`src/ifb_pkg.sv`:
```
// Types and constants of the information frame builder.
package ifb_pkg;

   localparam int unsigned BYTE_W = 8;
   localparam int unsigned CSR_INDEX_W = 3;

   localparam logic [CSR_INDEX_W-1:0] CSR_FLAG     = 3'd0;
   localparam logic [CSR_INDEX_W-1:0] CSR_ESCAPE   = 3'd1;
   localparam logic [CSR_INDEX_W-1:0] CSR_ADDRESS  = 3'd2;
   localparam logic [CSR_INDEX_W-1:0] CSR_CTRL_SEQ0 = 3'd3;
   localparam logic [CSR_INDEX_W-1:0] CSR_CTRL_SEQ1 = 3'd4;

   localparam logic [BYTE_W-1:0] FLAG_RESET      = 8'd126;
   localparam logic [BYTE_W-1:0] ESCAPE_RESET    = 8'd125;
   localparam logic [BYTE_W-1:0] ADDRESS_RESET   = 8'd3;
   localparam logic [BYTE_W-1:0] CTRL_SEQ0_RESET = 8'd0;
   localparam logic [BYTE_W-1:0] CTRL_SEQ1_RESET = 8'd64;

   typedef struct packed {
      logic [BYTE_W-1:0] flag;
      logic [BYTE_W-1:0] escape;
      logic [BYTE_W-1:0] address;
      logic [BYTE_W-1:0] ctrl_seq0;
      logic [BYTE_W-1:0] ctrl_seq1;
   } cfg_type;

   typedef struct packed {
      logic              hdr;
      logic [BYTE_W-1:0] ctrl;
      logic              stuff;
      logic [BYTE_W-1:0] data;
      logic              last;
      logic [BYTE_W-1:0] check;
   } cmd_type;

   typedef enum logic [3:0] {
      STEP_START,
      STEP_FLAG,
      STEP_ADDR,
      STEP_CTRL,
      STEP_HCHK,
      STEP_ESC,
      STEP_DATA,
      STEP_CHK,
      STEP_CLOSE
   } step_type;

endpackage

```
`src/ifb_front.sv`:
```
// Front end: accepts payload beats, classifies them and tracks the frame check.
module ifb_front (
   input  logic                      clock,
   input  logic                      reset,
   input  ifb_pkg::cfg_type          cfg,
   input  logic                      req_tvalid,
   output logic                      req_tready,
   input  logic [ifb_pkg::BYTE_W-1:0] req_tdata,
   input  logic                      req_tlast,
   input  logic                      req_tuser,
   input  logic                      queue_full,
   output logic                      push,
   output ifb_pkg::cmd_type          push_cmd
);

   logic                       inside_ff;
   logic                       inside_in;
   logic [ifb_pkg::BYTE_W-1:0] check_ff;
   logic [ifb_pkg::BYTE_W-1:0] check_in;
   logic [ifb_pkg::BYTE_W-1:0] check_next;

   assign req_tready = !queue_full;
   assign push       = req_tvalid && req_tready;
   assign check_next = (inside_ff ? check_ff : '0) ^ req_tdata;

   always_comb begin
      push_cmd.hdr   = !inside_ff;
      push_cmd.ctrl  = req_tuser ? cfg.ctrl_seq1 : cfg.ctrl_seq0;
      push_cmd.stuff = (req_tdata == cfg.flag) || (req_tdata == cfg.escape);
      push_cmd.data  = req_tdata;
      push_cmd.last  = req_tlast;
      push_cmd.check = check_next;
   end

   always_comb begin
      inside_in = inside_ff;
      check_in  = check_ff;
      if (push) begin
         inside_in = !req_tlast;
         check_in  = req_tlast ? '0 : check_next;
      end
   end

   always_ff @(posedge clock) begin
      if (reset) begin
         inside_ff <= 1'b0;
         check_ff  <= '0;
      end else begin
         inside_ff <= inside_in;
         check_ff  <= check_in;
      end
   end

endmodule

```
`src/ifb_queue.sv`:
```
// Short command queue between front and back, head visible without a read cycle.
module ifb_queue #(
   parameter int unsigned DEPTH = 2
) (
   input  logic             clock,
   input  logic             reset,
   input  logic             push,
   input  ifb_pkg::cmd_type push_cmd,
   output logic             full,
   input  logic             pop,
   output ifb_pkg::cmd_type head,
   output logic             empty
);

   localparam int unsigned PTR_W = $clog2(DEPTH);
   localparam int unsigned CNT_W = $clog2(DEPTH + 1);
   localparam logic [PTR_W-1:0] PTR_MAX = PTR_W'(DEPTH - 1);
   localparam logic [CNT_W-1:0] CNT_FULL = CNT_W'(DEPTH);

   ifb_pkg::cmd_type entry_ff [DEPTH];
   logic [PTR_W-1:0] wr_ptr_ff;
   logic [PTR_W-1:0] wr_ptr_in;
   logic [PTR_W-1:0] rd_ptr_ff;
   logic [PTR_W-1:0] rd_ptr_in;
   logic [CNT_W-1:0] count_ff;
   logic [CNT_W-1:0] count_in;

   assign full  = (count_ff == CNT_FULL);
   assign empty = (count_ff == '0);
   assign head  = entry_ff[rd_ptr_ff];

   always_comb begin
      wr_ptr_in = wr_ptr_ff;
      rd_ptr_in = rd_ptr_ff;
      count_in  = count_ff;
      if (push) begin
         wr_ptr_in = (wr_ptr_ff == PTR_MAX) ? '0 : wr_ptr_ff + 1'b1;
      end
      if (pop) begin
         rd_ptr_in = (rd_ptr_ff == PTR_MAX) ? '0 : rd_ptr_ff + 1'b1;
      end
      if (push && !pop) begin
         count_in = count_ff + 1'b1;
      end else if (pop && !push) begin
         count_in = count_ff - 1'b1;
      end
   end

   always_ff @(posedge clock) begin
      if (reset) begin
         wr_ptr_ff <= '0;
         rd_ptr_ff <= '0;
         count_ff  <= '0;
      end else begin
         wr_ptr_ff <= wr_ptr_in;
         rd_ptr_ff <= rd_ptr_in;
         count_ff  <= count_in;
      end
   end

   always_ff @(posedge clock) begin
      if (push) begin
         entry_ff[wr_ptr_ff] <= push_cmd;
      end
   end

endmodule

```
`src/ifb_back.sv`:
```
// Back end: steps through each command and drives the framed output beats.
module ifb_back (
   input  logic                       clock,
   input  logic                       reset,
   input  ifb_pkg::cfg_type           cfg,
   input  logic                       queue_empty,
   input  ifb_pkg::cmd_type           head,
   output logic                       pop,
   output logic                       rsp_tvalid,
   input  logic                       rsp_tready,
   output logic [ifb_pkg::BYTE_W-1:0] rsp_tdata,
   output logic                       rsp_tlast,
   output logic                       rsp_tuser
);

   ifb_pkg::step_type step_ff;
   ifb_pkg::step_type step_in;
   ifb_pkg::step_type first_step;
   ifb_pkg::step_type cur_step;
   ifb_pkg::step_type after_step;

   logic                       fire;
   logic                       cmd_done;
   logic                       frame_end;
   logic [ifb_pkg::BYTE_W-1:0] line_byte;

   logic                       valid_ff;
   logic                       valid_in;
   logic [ifb_pkg::BYTE_W-1:0] data_ff;
   logic [ifb_pkg::BYTE_W-1:0] data_in;
   logic                       last_ff;
   logic                       last_in;
   logic                       user_ff;
   logic                       user_in;

   assign fire = !queue_empty && (!valid_ff || rsp_tready);
   assign pop  = fire && cmd_done;

   always_comb begin
      if (head.hdr) begin
         first_step = ifb_pkg::STEP_FLAG;
      end else if (head.stuff) begin
         first_step = ifb_pkg::STEP_ESC;
      end else begin
         first_step = ifb_pkg::STEP_DATA;
      end
      cur_step = (step_ff == ifb_pkg::STEP_START) ? first_step : step_ff;
   end

   // next step
   always_comb begin
      after_step = ifb_pkg::STEP_START;
      case (cur_step)
         ifb_pkg::STEP_FLAG:  after_step = ifb_pkg::STEP_ADDR;
         ifb_pkg::STEP_ADDR:  after_step = ifb_pkg::STEP_CTRL;
         ifb_pkg::STEP_CTRL:  after_step = ifb_pkg::STEP_HCHK;
         ifb_pkg::STEP_HCHK:  after_step = head.stuff ? ifb_pkg::STEP_ESC : ifb_pkg::STEP_DATA;
         ifb_pkg::STEP_ESC:   after_step = ifb_pkg::STEP_DATA;
         ifb_pkg::STEP_DATA:  after_step = head.last ? ifb_pkg::STEP_CHK : ifb_pkg::STEP_START;
         ifb_pkg::STEP_CHK:   after_step = ifb_pkg::STEP_CLOSE;
         ifb_pkg::STEP_CLOSE: after_step = ifb_pkg::STEP_START;
         default:             after_step = ifb_pkg::STEP_START;
      endcase
      step_in = step_ff;
      if (fire) begin
         step_in = after_step;
      end
   end

   // beat contents
   always_comb begin
      line_byte = head.data;
      frame_end = 1'b0;
      cmd_done  = 1'b0;
      case (cur_step)
         ifb_pkg::STEP_FLAG: line_byte = cfg.flag;
         ifb_pkg::STEP_ADDR: line_byte = cfg.address;
         ifb_pkg::STEP_CTRL: line_byte = head.ctrl;
         ifb_pkg::STEP_HCHK: line_byte = cfg.address ^ head.ctrl;
         ifb_pkg::STEP_ESC:  line_byte = cfg.escape;
         ifb_pkg::STEP_DATA: begin
            line_byte = head.data;
            cmd_done  = !head.last;
         end
         ifb_pkg::STEP_CHK:  line_byte = head.check;
         ifb_pkg::STEP_CLOSE: begin
            line_byte = cfg.flag;
            frame_end = 1'b1;
            cmd_done  = 1'b1;
         end
         default: line_byte = head.data;
      endcase
   end

   always_comb begin
      valid_in = valid_ff;
      data_in  = data_ff;
      last_in  = last_ff;
      user_in  = user_ff;
      if (fire) begin
         valid_in = 1'b1;
         data_in  = line_byte;
         last_in  = cmd_done;
         user_in  = frame_end;
      end else if (rsp_tready) begin
         valid_in = 1'b0;
      end
   end

   always_ff @(posedge clock) begin
      if (reset) begin
         step_ff  <= ifb_pkg::STEP_START;
         valid_ff <= 1'b0;
      end else begin
         step_ff  <= step_in;
         valid_ff <= valid_in;
      end
   end

   always_ff @(posedge clock) begin
      data_ff <= data_in;
      last_ff <= last_in;
      user_ff <= user_in;
   end

   assign rsp_tvalid = valid_ff;
   assign rsp_tdata  = data_ff;
   assign rsp_tlast  = last_ff;
   assign rsp_tuser  = user_ff;

endmodule

```
`src/information_frame_builder.sv`:
```
// Information frame builder: byte-stuffing framer with header, check byte and closing flag.
//
// Takes one payload byte per beat and sends the framed line stream one byte per cycle, a rate
// set by the output register, while the receiver is ready. The front end accepts a beat every
// cycle while the command queue (QUEUE_DEPTH entries) has room. An input beat becomes 1 line
// byte for a plain middle byte, plus 1 for an escape, plus 4 for the header on a frame's
// first byte, plus 2 for check byte and closing flag on its last byte (1 to 8 line bytes).
// Configuration registers are written through the csr port, index 0 flag, 1 escape, 2
// address, 3 control for sequence 0, 4 control for sequence 1; other indexes are ignored.
// Write them only while the block is idle.
module information_frame_builder #(
   parameter int unsigned QUEUE_DEPTH = 2
) (
   input  logic                            clock,
   input  logic                            reset,
   input  logic                            req_tvalid,
   output logic                            req_tready,
   input  logic [7:0]                      req_tdata,   // payload_byte
   input  logic                            req_tlast,   // payload_last
   input  logic                            req_tuser,   // sequence_bit
   output logic                            rsp_tvalid,
   input  logic                            rsp_tready,
   output logic [7:0]                      rsp_tdata,   // line_byte
   output logic                            rsp_tlast,   // run_last
   output logic                            rsp_tuser,   // frame_end
   input  logic                            csr_valid,
   output logic                            csr_ready,
   input  logic [ifb_pkg::CSR_INDEX_W-1:0] csr_index,
   input  logic [7:0]                      csr_wdata
);

   ifb_pkg::cfg_type cfg_ff;
   ifb_pkg::cfg_type cfg_in;
   ifb_pkg::cmd_type push_cmd;
   ifb_pkg::cmd_type head;
   logic             push;
   logic             pop;
   logic             queue_full;
   logic             queue_empty;

   assign csr_ready = 1'b1;

   always_comb begin
      cfg_in = cfg_ff;
      if (csr_valid && csr_ready) begin
         case (csr_index)
            ifb_pkg::CSR_FLAG:      cfg_in.flag      = csr_wdata;
            ifb_pkg::CSR_ESCAPE:    cfg_in.escape    = csr_wdata;
            ifb_pkg::CSR_ADDRESS:   cfg_in.address   = csr_wdata;
            ifb_pkg::CSR_CTRL_SEQ0: cfg_in.ctrl_seq0 = csr_wdata;
            ifb_pkg::CSR_CTRL_SEQ1: cfg_in.ctrl_seq1 = csr_wdata;
            default:                cfg_in = cfg_ff;
         endcase
      end
   end

   always_ff @(posedge clock) begin
      if (reset) begin
         cfg_ff.flag      <= ifb_pkg::FLAG_RESET;
         cfg_ff.escape    <= ifb_pkg::ESCAPE_RESET;
         cfg_ff.address   <= ifb_pkg::ADDRESS_RESET;
         cfg_ff.ctrl_seq0 <= ifb_pkg::CTRL_SEQ0_RESET;
         cfg_ff.ctrl_seq1 <= ifb_pkg::CTRL_SEQ1_RESET;
      end else begin
         cfg_ff <= cfg_in;
      end
   end

   ifb_front u_front (
      .clock      (clock),
      .reset      (reset),
      .cfg        (cfg_ff),
      .req_tvalid (req_tvalid),
      .req_tready (req_tready),
      .req_tdata  (req_tdata),
      .req_tlast  (req_tlast),
      .req_tuser  (req_tuser),
      .queue_full (queue_full),
      .push       (push),
      .push_cmd   (push_cmd)
   );

   ifb_queue #(
      .DEPTH (QUEUE_DEPTH)
   ) u_queue (
      .clock    (clock),
      .reset    (reset),
      .push     (push),
      .push_cmd (push_cmd),
      .full     (queue_full),
      .pop      (pop),
      .head     (head),
      .empty    (queue_empty)
   );

   ifb_back u_back (
      .clock       (clock),
      .reset       (reset),
      .cfg         (cfg_ff),
      .queue_empty (queue_empty),
      .head        (head),
      .pop         (pop),
      .rsp_tvalid  (rsp_tvalid),
      .rsp_tready  (rsp_tready),
      .rsp_tdata   (rsp_tdata),
      .rsp_tlast   (rsp_tlast),
      .rsp_tuser   (rsp_tuser)
   );

endmodule

```
`config.mk`:
```
export PLATFORM = sky130hd
export DESIGN_NAME = information_frame_builder
export DESIGN_NICKNAME = d
export VERILOG_FILES = /design/src/ifb_pkg.sv /design/src/ifb_front.sv /design/src/ifb_queue.sv /design/src/ifb_back.sv /design/src/information_frame_builder.sv
export SDC_FILE = /design/constraint.sdc
export NUM_CORES = 1
export LEC_CHECK = 0
export BUFFER_PORTS_ARGS = -buffer_cell sky130_fd_sc_hd__buf_2
export CAP_MARGIN = 30
export CORE_UTILIZATION = 37
export CTS_BUF_LIST = sky130_fd_sc_hd__clkbuf_8
export DETAILED_ROUTE_END_ITERATION = 6
export PLACE_DENSITY = 0.54
export SLEW_MARGIN = 10
export SYNTH_ARGS = -nofsm -noshare
export SYNTH_HDL_FRONTEND = slang
export SYNTH_SLANG_ARGS = --single-unit
```
`constraint.sdc`:
```
create_clock -name clock -period 3.6 [get_ports clock]
set_input_delay 0 -clock clock [delete_from_list [all_inputs] [get_ports clock]]
set_output_delay 0 -clock clock [all_outputs]
set_load 0.02 [all_outputs]
```
==> results of run 1 <==
==> path summary, 6_finish.rpt <==
| check | startpoint | endpoint | cells after the start |
|---|---|---|---|
| max reg2reg | flip-flop | u_queue.count_ff[1] | 7 |
| max | flip-flop | u_queue.count_ff[1] | 7 |
| min | csr_index[0] | cfg_ff[27] | 5 |
| min reg2reg | cfg_ff[12] | cfg_ff[12] | 2 |
==> power groups by stage <==
stage          clock (mW)  combinational, mW  sequential, mW
2_1_floorplan           0              0.597            1.82
3_5_place_dp            0              0.821            1.85
5_1_grt              1.36              0.927            1.84
4_1_cts              1.30              0.845            1.82
6_report             1.27              0.842            1.82
3_3_place_gp            0              0.808            1.84
==> area by class of cell <==
cell class              instances  share of cell area (%)
clock inverters                14                    2.49
well taps                     184                    3.52
repair buffers                 65                    7.03
multi-input cells             361                    35.3
inverters                       8                   0.459
flip-flops and latches        123                    47.4
clock buffers                  18                    3.79
==> cell usage in the layout, fill, tap and decap left out, types with 4 or more instances in the layout <==
cell / n
a22oi_1: 9
clkbuf_8: 18
nand2_1: 86
buf_4: 6
a211o_1: 8
a32o_1: 4
o22ai_1: 4
a211oi_1: 8
clkinv_2: 4
nand4_1: 5
nand3b_1: 8
mux2i_1: 31
edfxtp_1: 64
o21ai_0: 6
mux2_2: 10
buf_2: 37
xnor2_1: 29
nor2b_1: 12
nand3_1: 5
nor2_1: 48
dfxtp_1: 58
inv_1: 11
bufinv_16: 4
a32oi_1: 7
dlygate4sd3_1: 21
a21oi_1: 36
==> state kept, by name, summed over array words and instances, names as in the netlist, named ones only <==
name / cells
u_queue.entry_ff: 54
cfg_ff: 40
u_back.rsp_tdata: 8
u_front.check_ff: 8
u_back.step_ff: 4
u_queue.count_ff: 2
u_back.rsp_tlast: 1
u_back.rsp_tuser: 1
u_back.rsp_tvalid: 1
u_front.inside_ff: 1
u_queue.rd_ptr_ff: 1
u_queue.wr_ptr_ff: 1
==> worst reg2reg max path: cells and delay by family, from the launching register on <==
family / cells / cell delay (ns)
adders and majority gates: 1 / 0.31
muxes: 1 / 0.41
buffers and inverters: 1 / 0.07
AOI/OAI and AO/OA: 2 / 0.42
DFF: 1 / 0.62
and+or+nand+nor: 2 / 0.56
==> what timing repair did <==
action / 4_1_cts / 5_1_grt
resized for setup: 0 / 0
hold buffers: 21 / 0
endpoints found under the hold margin: 79 / 0
==> through the flow <==
step	std cells	power, mW	hold WS [ns]
floorplan	521	2.42	0.0989
global placement	718	2.65	0.218
detailed placement	720	2.67	0.218
CTS	773	3.97	0.0408
global route	773	4.12	0.0689
finish	773	3.93	0.0655
==> per-layer routing <==
metal	GRT usage [%]	part of all wire, %	vias up
met2	31.3	50	57
li1	-	-	1975
met4	5.81	1.1	0
met5	0	0	-
met1	22.3	47	1957
met3	4.12	2.7	11
==> cell families after synthesis <==
kind of cell,count (synthesis)
simple gates,187
flops,123
compound gates,99
mux,42
buf+inv,37
xor+xnor,31
fa+ha+maj,1
other cells,1
==> run_results.csv, run 1 <==
group,metric,value,unit
logic_synthesis,synth_mux_area_share,7.81,%
critical_path,crit_chain,"mux2i_2 -> nand4_1 -> a31oi_2 -> inv_1 -> ha_1 -> or3_1 -> a21oi_1",
die,die_w,125,µm
logic_synthesis,syn_nets,548,
grt,grt_pass1_wl,21.4,mm
critical_path,arrival,2.83,ns
clocking,clock_tree.buffer_depth,2,
route,ant_nets,0,
grt,antenna_found_initial,0,
timing,layout_min_cycle_time,2.46,ns
clocking,cts_buffers,17,
route,firstDrtPassIters,6,
die,initial_core_util,38.2,%
power_and_ir_drop,comb_power_share,21.4,%
power_and_ir_drop,p_seq_share,46.2,%
clocking,cts.sinks,123,
power_and_ir_drop,peakVddDrop,0.230,mV
timing,fin_setup_tns,0,ns
cells_and_area,layout.nets,603,
grt,grt_pass1_vias,3935,
clocking,postCtsSetupRepairBufs,0,
die,coreArea,14600,µm²
critical_path,crit_type,"reg -> reg",
timing,maxSlewViolCount,0,
route,wl_per_cell,17.1,µm
critical_path,worstPathRequired,3.98,ns
critical_path,critPathCaptureType,"flip-flop",
placed_design,hpwlAfterDp,9.11,mm
timing,finalHoldViolations,0,
logic_synthesis,syn_area_per_cell,10.7,µm²
timing,setup_viol,0,
timing,rsz0062_at_grt,"false",
placed_design,dpl_cell_area,5920,µm²
timing,final.setup_skew,0.00877,ns
cells_and_area,multi_input_area,2310,µm²
logic_synthesis,synth-main-ff-cell,"edfxtp_1",
logic_synthesis,yosysWarnings,0,
cells_and_area,insertedDiodeCount,0,
logic_synthesis,yosys-top-cells-count,"nand2_1, edfxtp_1, dfxtp_1",
die,rows,44,
cells_and_area,nFillCells,1407,
die,die-area,15600,µm²
logic_synthesis,synth_edf_count,64,
critical_path,cp_top_family,"flip-flops",
timing,worst_slew_pin_slew,0.910,ns
critical_path,cp_num_buf_inv,1,
power_and_ir_drop,leakage,2.24,nW
clocking,root_buffer,"clkbuf_8",
logic_synthesis,synthAdderAreaFrac,0.224,%
critical_path,slowest_stage,"dfxtp_2",
logic_synthesis,netlist_instances,521,
outcome,failed_checks,"DRC",
logic_synthesis,synthTopCellsByArea,"edfxtp_1, dfxtp_1, nand2_1, mux2i_1, xnor2_1",
power_and_ir_drop,p_switching,1.18,mW
power_and_ir_drop,clkPwrFrac,32.3,%
logic_synthesis,netlist_area,5590,µm²
placed_design,io_buffers,37,
flow_run,drv_cap,0,
clocking,clk_pin_slew,0.07,ns
clocking,insertion_delay,0.44,ns
logic_synthesis,synthXorXnorAreaFrac,4.86,%
grt,grt_overflow,0,
cells_and_area,syn_to_final_growth,17.1,%
power_and_ir_drop,p_int,2.76,mW
cells_and_area,seqCellArea,3100,µm²
timing,timing.final.crit_share,68.3,%
clocking,cts_max_level,4,
cells_and_area,fin_util,44.7,%
power_and_ir_drop,p_sw_share,29.9,%
die,io-pin-count,39,
route,vias_per_cell,5.17,
timing,fmax,0.407,GHz
logic_synthesis,yosys.cell_count.top_type,"nand2_1",
timing,setup_ws,1.14,ns
logic_synthesis,synth_cell_types,54,
logic_synthesis,synth_compound_area_share,12.8,%
grt,track_usage,18.1,%
critical_path,r2r_setup_slack,1.14,ns
logic_synthesis,synth_top_family_by_area,"simple AND/OR/NAND/NOR gates",
logic_synthesis,synthSimpleGateAreaFrac,15.5,%
route,drc,4,
route,drt_wl_total,13.2,mm
route,drtIter0Drc,211,
cells_and_area,final_layout_size_suffix_gt1_share,16.5,%
logic_synthesis,ys_seq_elements,123,
critical_path,crit_fanout,17,
placed_design,gp_congestion,0.790,
cells_and_area,stdcell_area,6550,µm²
logic_synthesis,synth_top_cell_area_share,34.4,%
clocking,cts_tree,"built",
logic_synthesis,yosysTopAreaCell,"edfxtp_1",
min_path,hold_path_class,"in -> reg",
route,vias,4000,
power_and_ir_drop,powerDensity,601,nW/µm²
outcome,status,"complete, but fails checks",
die,die_h,125,µm
logic_synthesis,async_flop_share,0,%
grt,grt_max_degree,44,
timing,relSlewSlack,39.0,%
critical_path,start_kind,"flip-flop",
placed_design,preCtsSetupSlack,1.14,ns
logic_synthesis,yosysSeqAreaShare,55.5,%
critical_path,critPathMaxStageDelay,0.62,ns
No activity file was read; power rests on OpenSTA's default activity.
==> run 2: changes to the inputs <==
--- a/config.mk
+++ b/config.mk
@@ -5,6 +5,7 @@
 export SDC_FILE = /design/constraint.sdc
 export NUM_CORES = 1
 export LEC_CHECK = 0
+export ABC_AREA = 1
 export BUFFER_PORTS_ARGS = -buffer_cell sky130_fd_sc_hd__buf_2
 export CAP_MARGIN = 30
 export CORE_UTILIZATION = 37
==> constraint.sdc (replaced) <==
create_clock -name clock -period 2.3 [get_ports clock]
set_input_delay 0 -clock clock [delete_from_list [all_inputs] [get_ports clock]]
set_output_delay 0 -clock clock [all_outputs]
set_load 0.02 [all_outputs]
==> run 2 against run 1 <==
  * The flow now finishes without violations
  * Clock-buffer cell count up 2
  * Critical path type unchanged
  * Global-route usage grew 0.13 points
  * Area after synthesis fell by 1.6%
  * Clock skew about the same
  * Via count increased by 11%
  * Critical path depth rose by 7
  * Non-clock buffer count rose by 6
==> run_results.csv, run 2 <==
group,metric,value,unit
logic_synthesis,syn_area_per_cell,8.41,µm²
clocking,insertion_delay,0.44,ns
critical_path,start_kind,"flip-flop",
clocking,cts_buffers,17,
grt,grt_overflow,0,
route,drc,0,
timing,setup_viol,0,
grt,grt_pass1_wl,20.7,mm
cells_and_area,stdcell_area,6600,µm²
cells_and_area,largest_reg_flops,54,
placed_design,hpwlAfterDp,9.07,mm
grt,track_usage,18.2,%
logic_synthesis,yosysTopAreaCell,"edfxtp_1",
clocking,cts_tree,"built",
critical_path,r2r_cells,14,
logic_synthesis,syn_nets,681,
min_path,hold_path_class,"in -> reg",
cells_and_area,top_regs,"u_queue.entry_ff: 54 flops, cfg_ff: 40 flops",
min_path,min_path_cells,5,
timing,maxSlewViolCount,0,
logic_synthesis,async_flop_share,0,%
cells_and_area,final_layout_size_suffix_gt1_share,15.2,%
timing,setup_ws,0.231,ns
critical_path,critPathCaptureType,"flip-flop",
timing,fin_setup_tns,0,ns
timing,finalHoldViolations,0,
outcome,status,"finished, final reports clean",
die,coreArea,14500,µm²
placed_design,dpl_cell_area,5930,µm²
clocking,cts_max_level,4,
logic_synthesis,yosys-top-cells-count,"nand2_1, nor2_1, edfxtp_1",
cells_and_area,seqCellArea,3100,µm²
cells_and_area,layout_commonest_cell,"nand2_1",
logic_synthesis,synth_cell_types,32,
grt,grt_max_degree,43,
power_and_ir_drop,total_power,6.06,mW
die,die_h,124,µm
route,drtIter0Drc,244,
cells_and_area,nFillCells,1442,
clocking,clock_tree.buffer_depth,2,
placed_design,io_buffers,37,
grt,antenna_found_initial,0,
die,rows,44,
flow_run,drv_cap,0,
route,vias_per_cell,4.78,
route,vias,4430,
cells_and_area,layout.nets,756,
critical_path,crit_type,"reg -> reg",
die,initial_core_util,37.8,%
logic_synthesis,netlist_instances,654,
cells_and_area,syn_to_final_growth,20.0,%
route,drt_wl_total,12.8,mm
clocking,clk_pin_slew,0.07,ns
route,wl_per_cell,13.8,µm
logic_synthesis,ys_seq_elements,123,
route,firstDrtPassIters,5,
logic_synthesis,yosys.cell_count.top_type,"nand2_1",
clocking,root_buffer,"clkbuf_8",
power_and_ir_drop,powerDensity,919,nW/µm²
logic_synthesis,synth-main-ff-cell,"edfxtp_1",
cells_and_area,insertedDiodeCount,0,
timing,worst_slew_pin_slew,0.691,ns
power_and_ir_drop,leakage,2.85,nW
timing,layout_min_cycle_time,2.07,ns
timing,timing.final.crit_share,90.0,%
logic_synthesis,yosysSeqAreaShare,56.4,%
logic_synthesis,yosysWarnings,0,
timing,fmax,0.483,GHz
logic_synthesis,synth_edf_count,64,
die,die_w,124,µm
placed_design,preCtsSetupSlack,0.0969,ns
route,ant_nets,0,
timing,relSlewSlack,53.8,%
logic_synthesis,synth_top_cell_area_share,35.0,%
critical_path,arrival,2.40,ns
power_and_ir_drop,peakVddDrop,0.561,mV
die,die-area,15400,µm²
grt,grt_pass1_vias,4230,
clocking,cts.sinks,123,
critical_path,crit_fanout,6,
timing,final.setup_skew,0.00868,ns
logic_synthesis,netlist_area,5500,µm²
cells_and_area,top_register,"u_queue.entry_ff",
die,io-pin-count,39,
critical_path,worstPathRequired,2.63,ns
cells_and_area,layout_common_cells,"nand2_1, nor2_1, edfxtp_1",
cells_and_area,multi_input_area,2120,µm²
logic_synthesis,synthTopCellsByArea,"edfxtp_1, dfxtp_1, nand2_1, nor2_1, o21ai_0",
placed_design,gp_congestion,0.811,
-- run 2: routing by layer --
layer	up-vias	share of wire (%)	global-route usage, %
met5	-	0	0
met4	0	2.1	7.44
met3	21	3.3	4.76
met2	75	48	30.2
met1	2057	46	22.4
li1	2277	-	-
-- run 2: power breakdown --
group	total [mW]	switching, mW	internal [mW]
registers	2.67	0.0804	2.59
clock network	2.01	0.861	1.15
logic	1.38	0.946	0.434
total	6.06	1.89	4.18
-- run 2: critical path, stage by stage, from the launching register on --
cell and delay [ns]:
dfxtp_1 0.44, inv_2 0.10, nand2_1 0.09, nor2_2 0.05, nand2_1 0.07, nand2_2 0.07
nor2_2 0.12, nand3b_1 0.08, nand2_1 0.13, nand2_1 0.07, ha_1 0.30, a21oi_1 0.11
o21ai_0 0.11, o21ai_0 0.16, a21oi_1 0.05
-- run 2: cells by family after synthesis --
logic type      Yosys count  share of synthesized area, %
flops                   123                          56.4
simple gates            348                          26.1
compound gates           86                          8.67
xor+xnor                 21                          3.35
fa+ha+maj                 1                         0.228
buf+inv                  74                          5.17
other cells               1                        0.0682
-- run 2: layout make-up --
| cell class | instances | area share [%] |
|---|---|---|
| inverter | 59 | 3.36 |
| tap | 184 | 3.49 |
| clock buffer | 20 | 4.17 |
| sequential | 123 | 47.1 |
| timing repair buffer | 71 | 7.53 |
| clock inverter | 12 | 2.20 |
| multi-input combinational | 457 | 32.2 |
-- run 2: per-stage QoR --
step	hold slack (ns)	util, %	instances
global placement	0.217	40.8	870
CTS	0.0166	45.2	923
global route	0.0833	45.4	926
finish	0.0488	45.4	926
detailed placement	0.232	40.8	870
floorplan	0.0691	-	654
-- run 2: timing repair --
item / CTS / global route
endpoints found under the setup margin: 0 / 1
endpoints found under the hold margin: 85 / 0
buffers inserted: 0 / 3
hold buffers: 21 / 0
resized for setup: 0 / 4
-- run 2: final timing paths --
check	to	slack [ns]	start
max	u_queue.count_ff[1]	0.23	u_back.step_ff[3]
min	cfg_ff[16]	0.05	csr_index[0]
max reg2reg	u_queue.count_ff[1]	0.23	u_back.step_ff[3]
min reg2reg	cfg_ff[8]	0.45	cfg_ff[8]
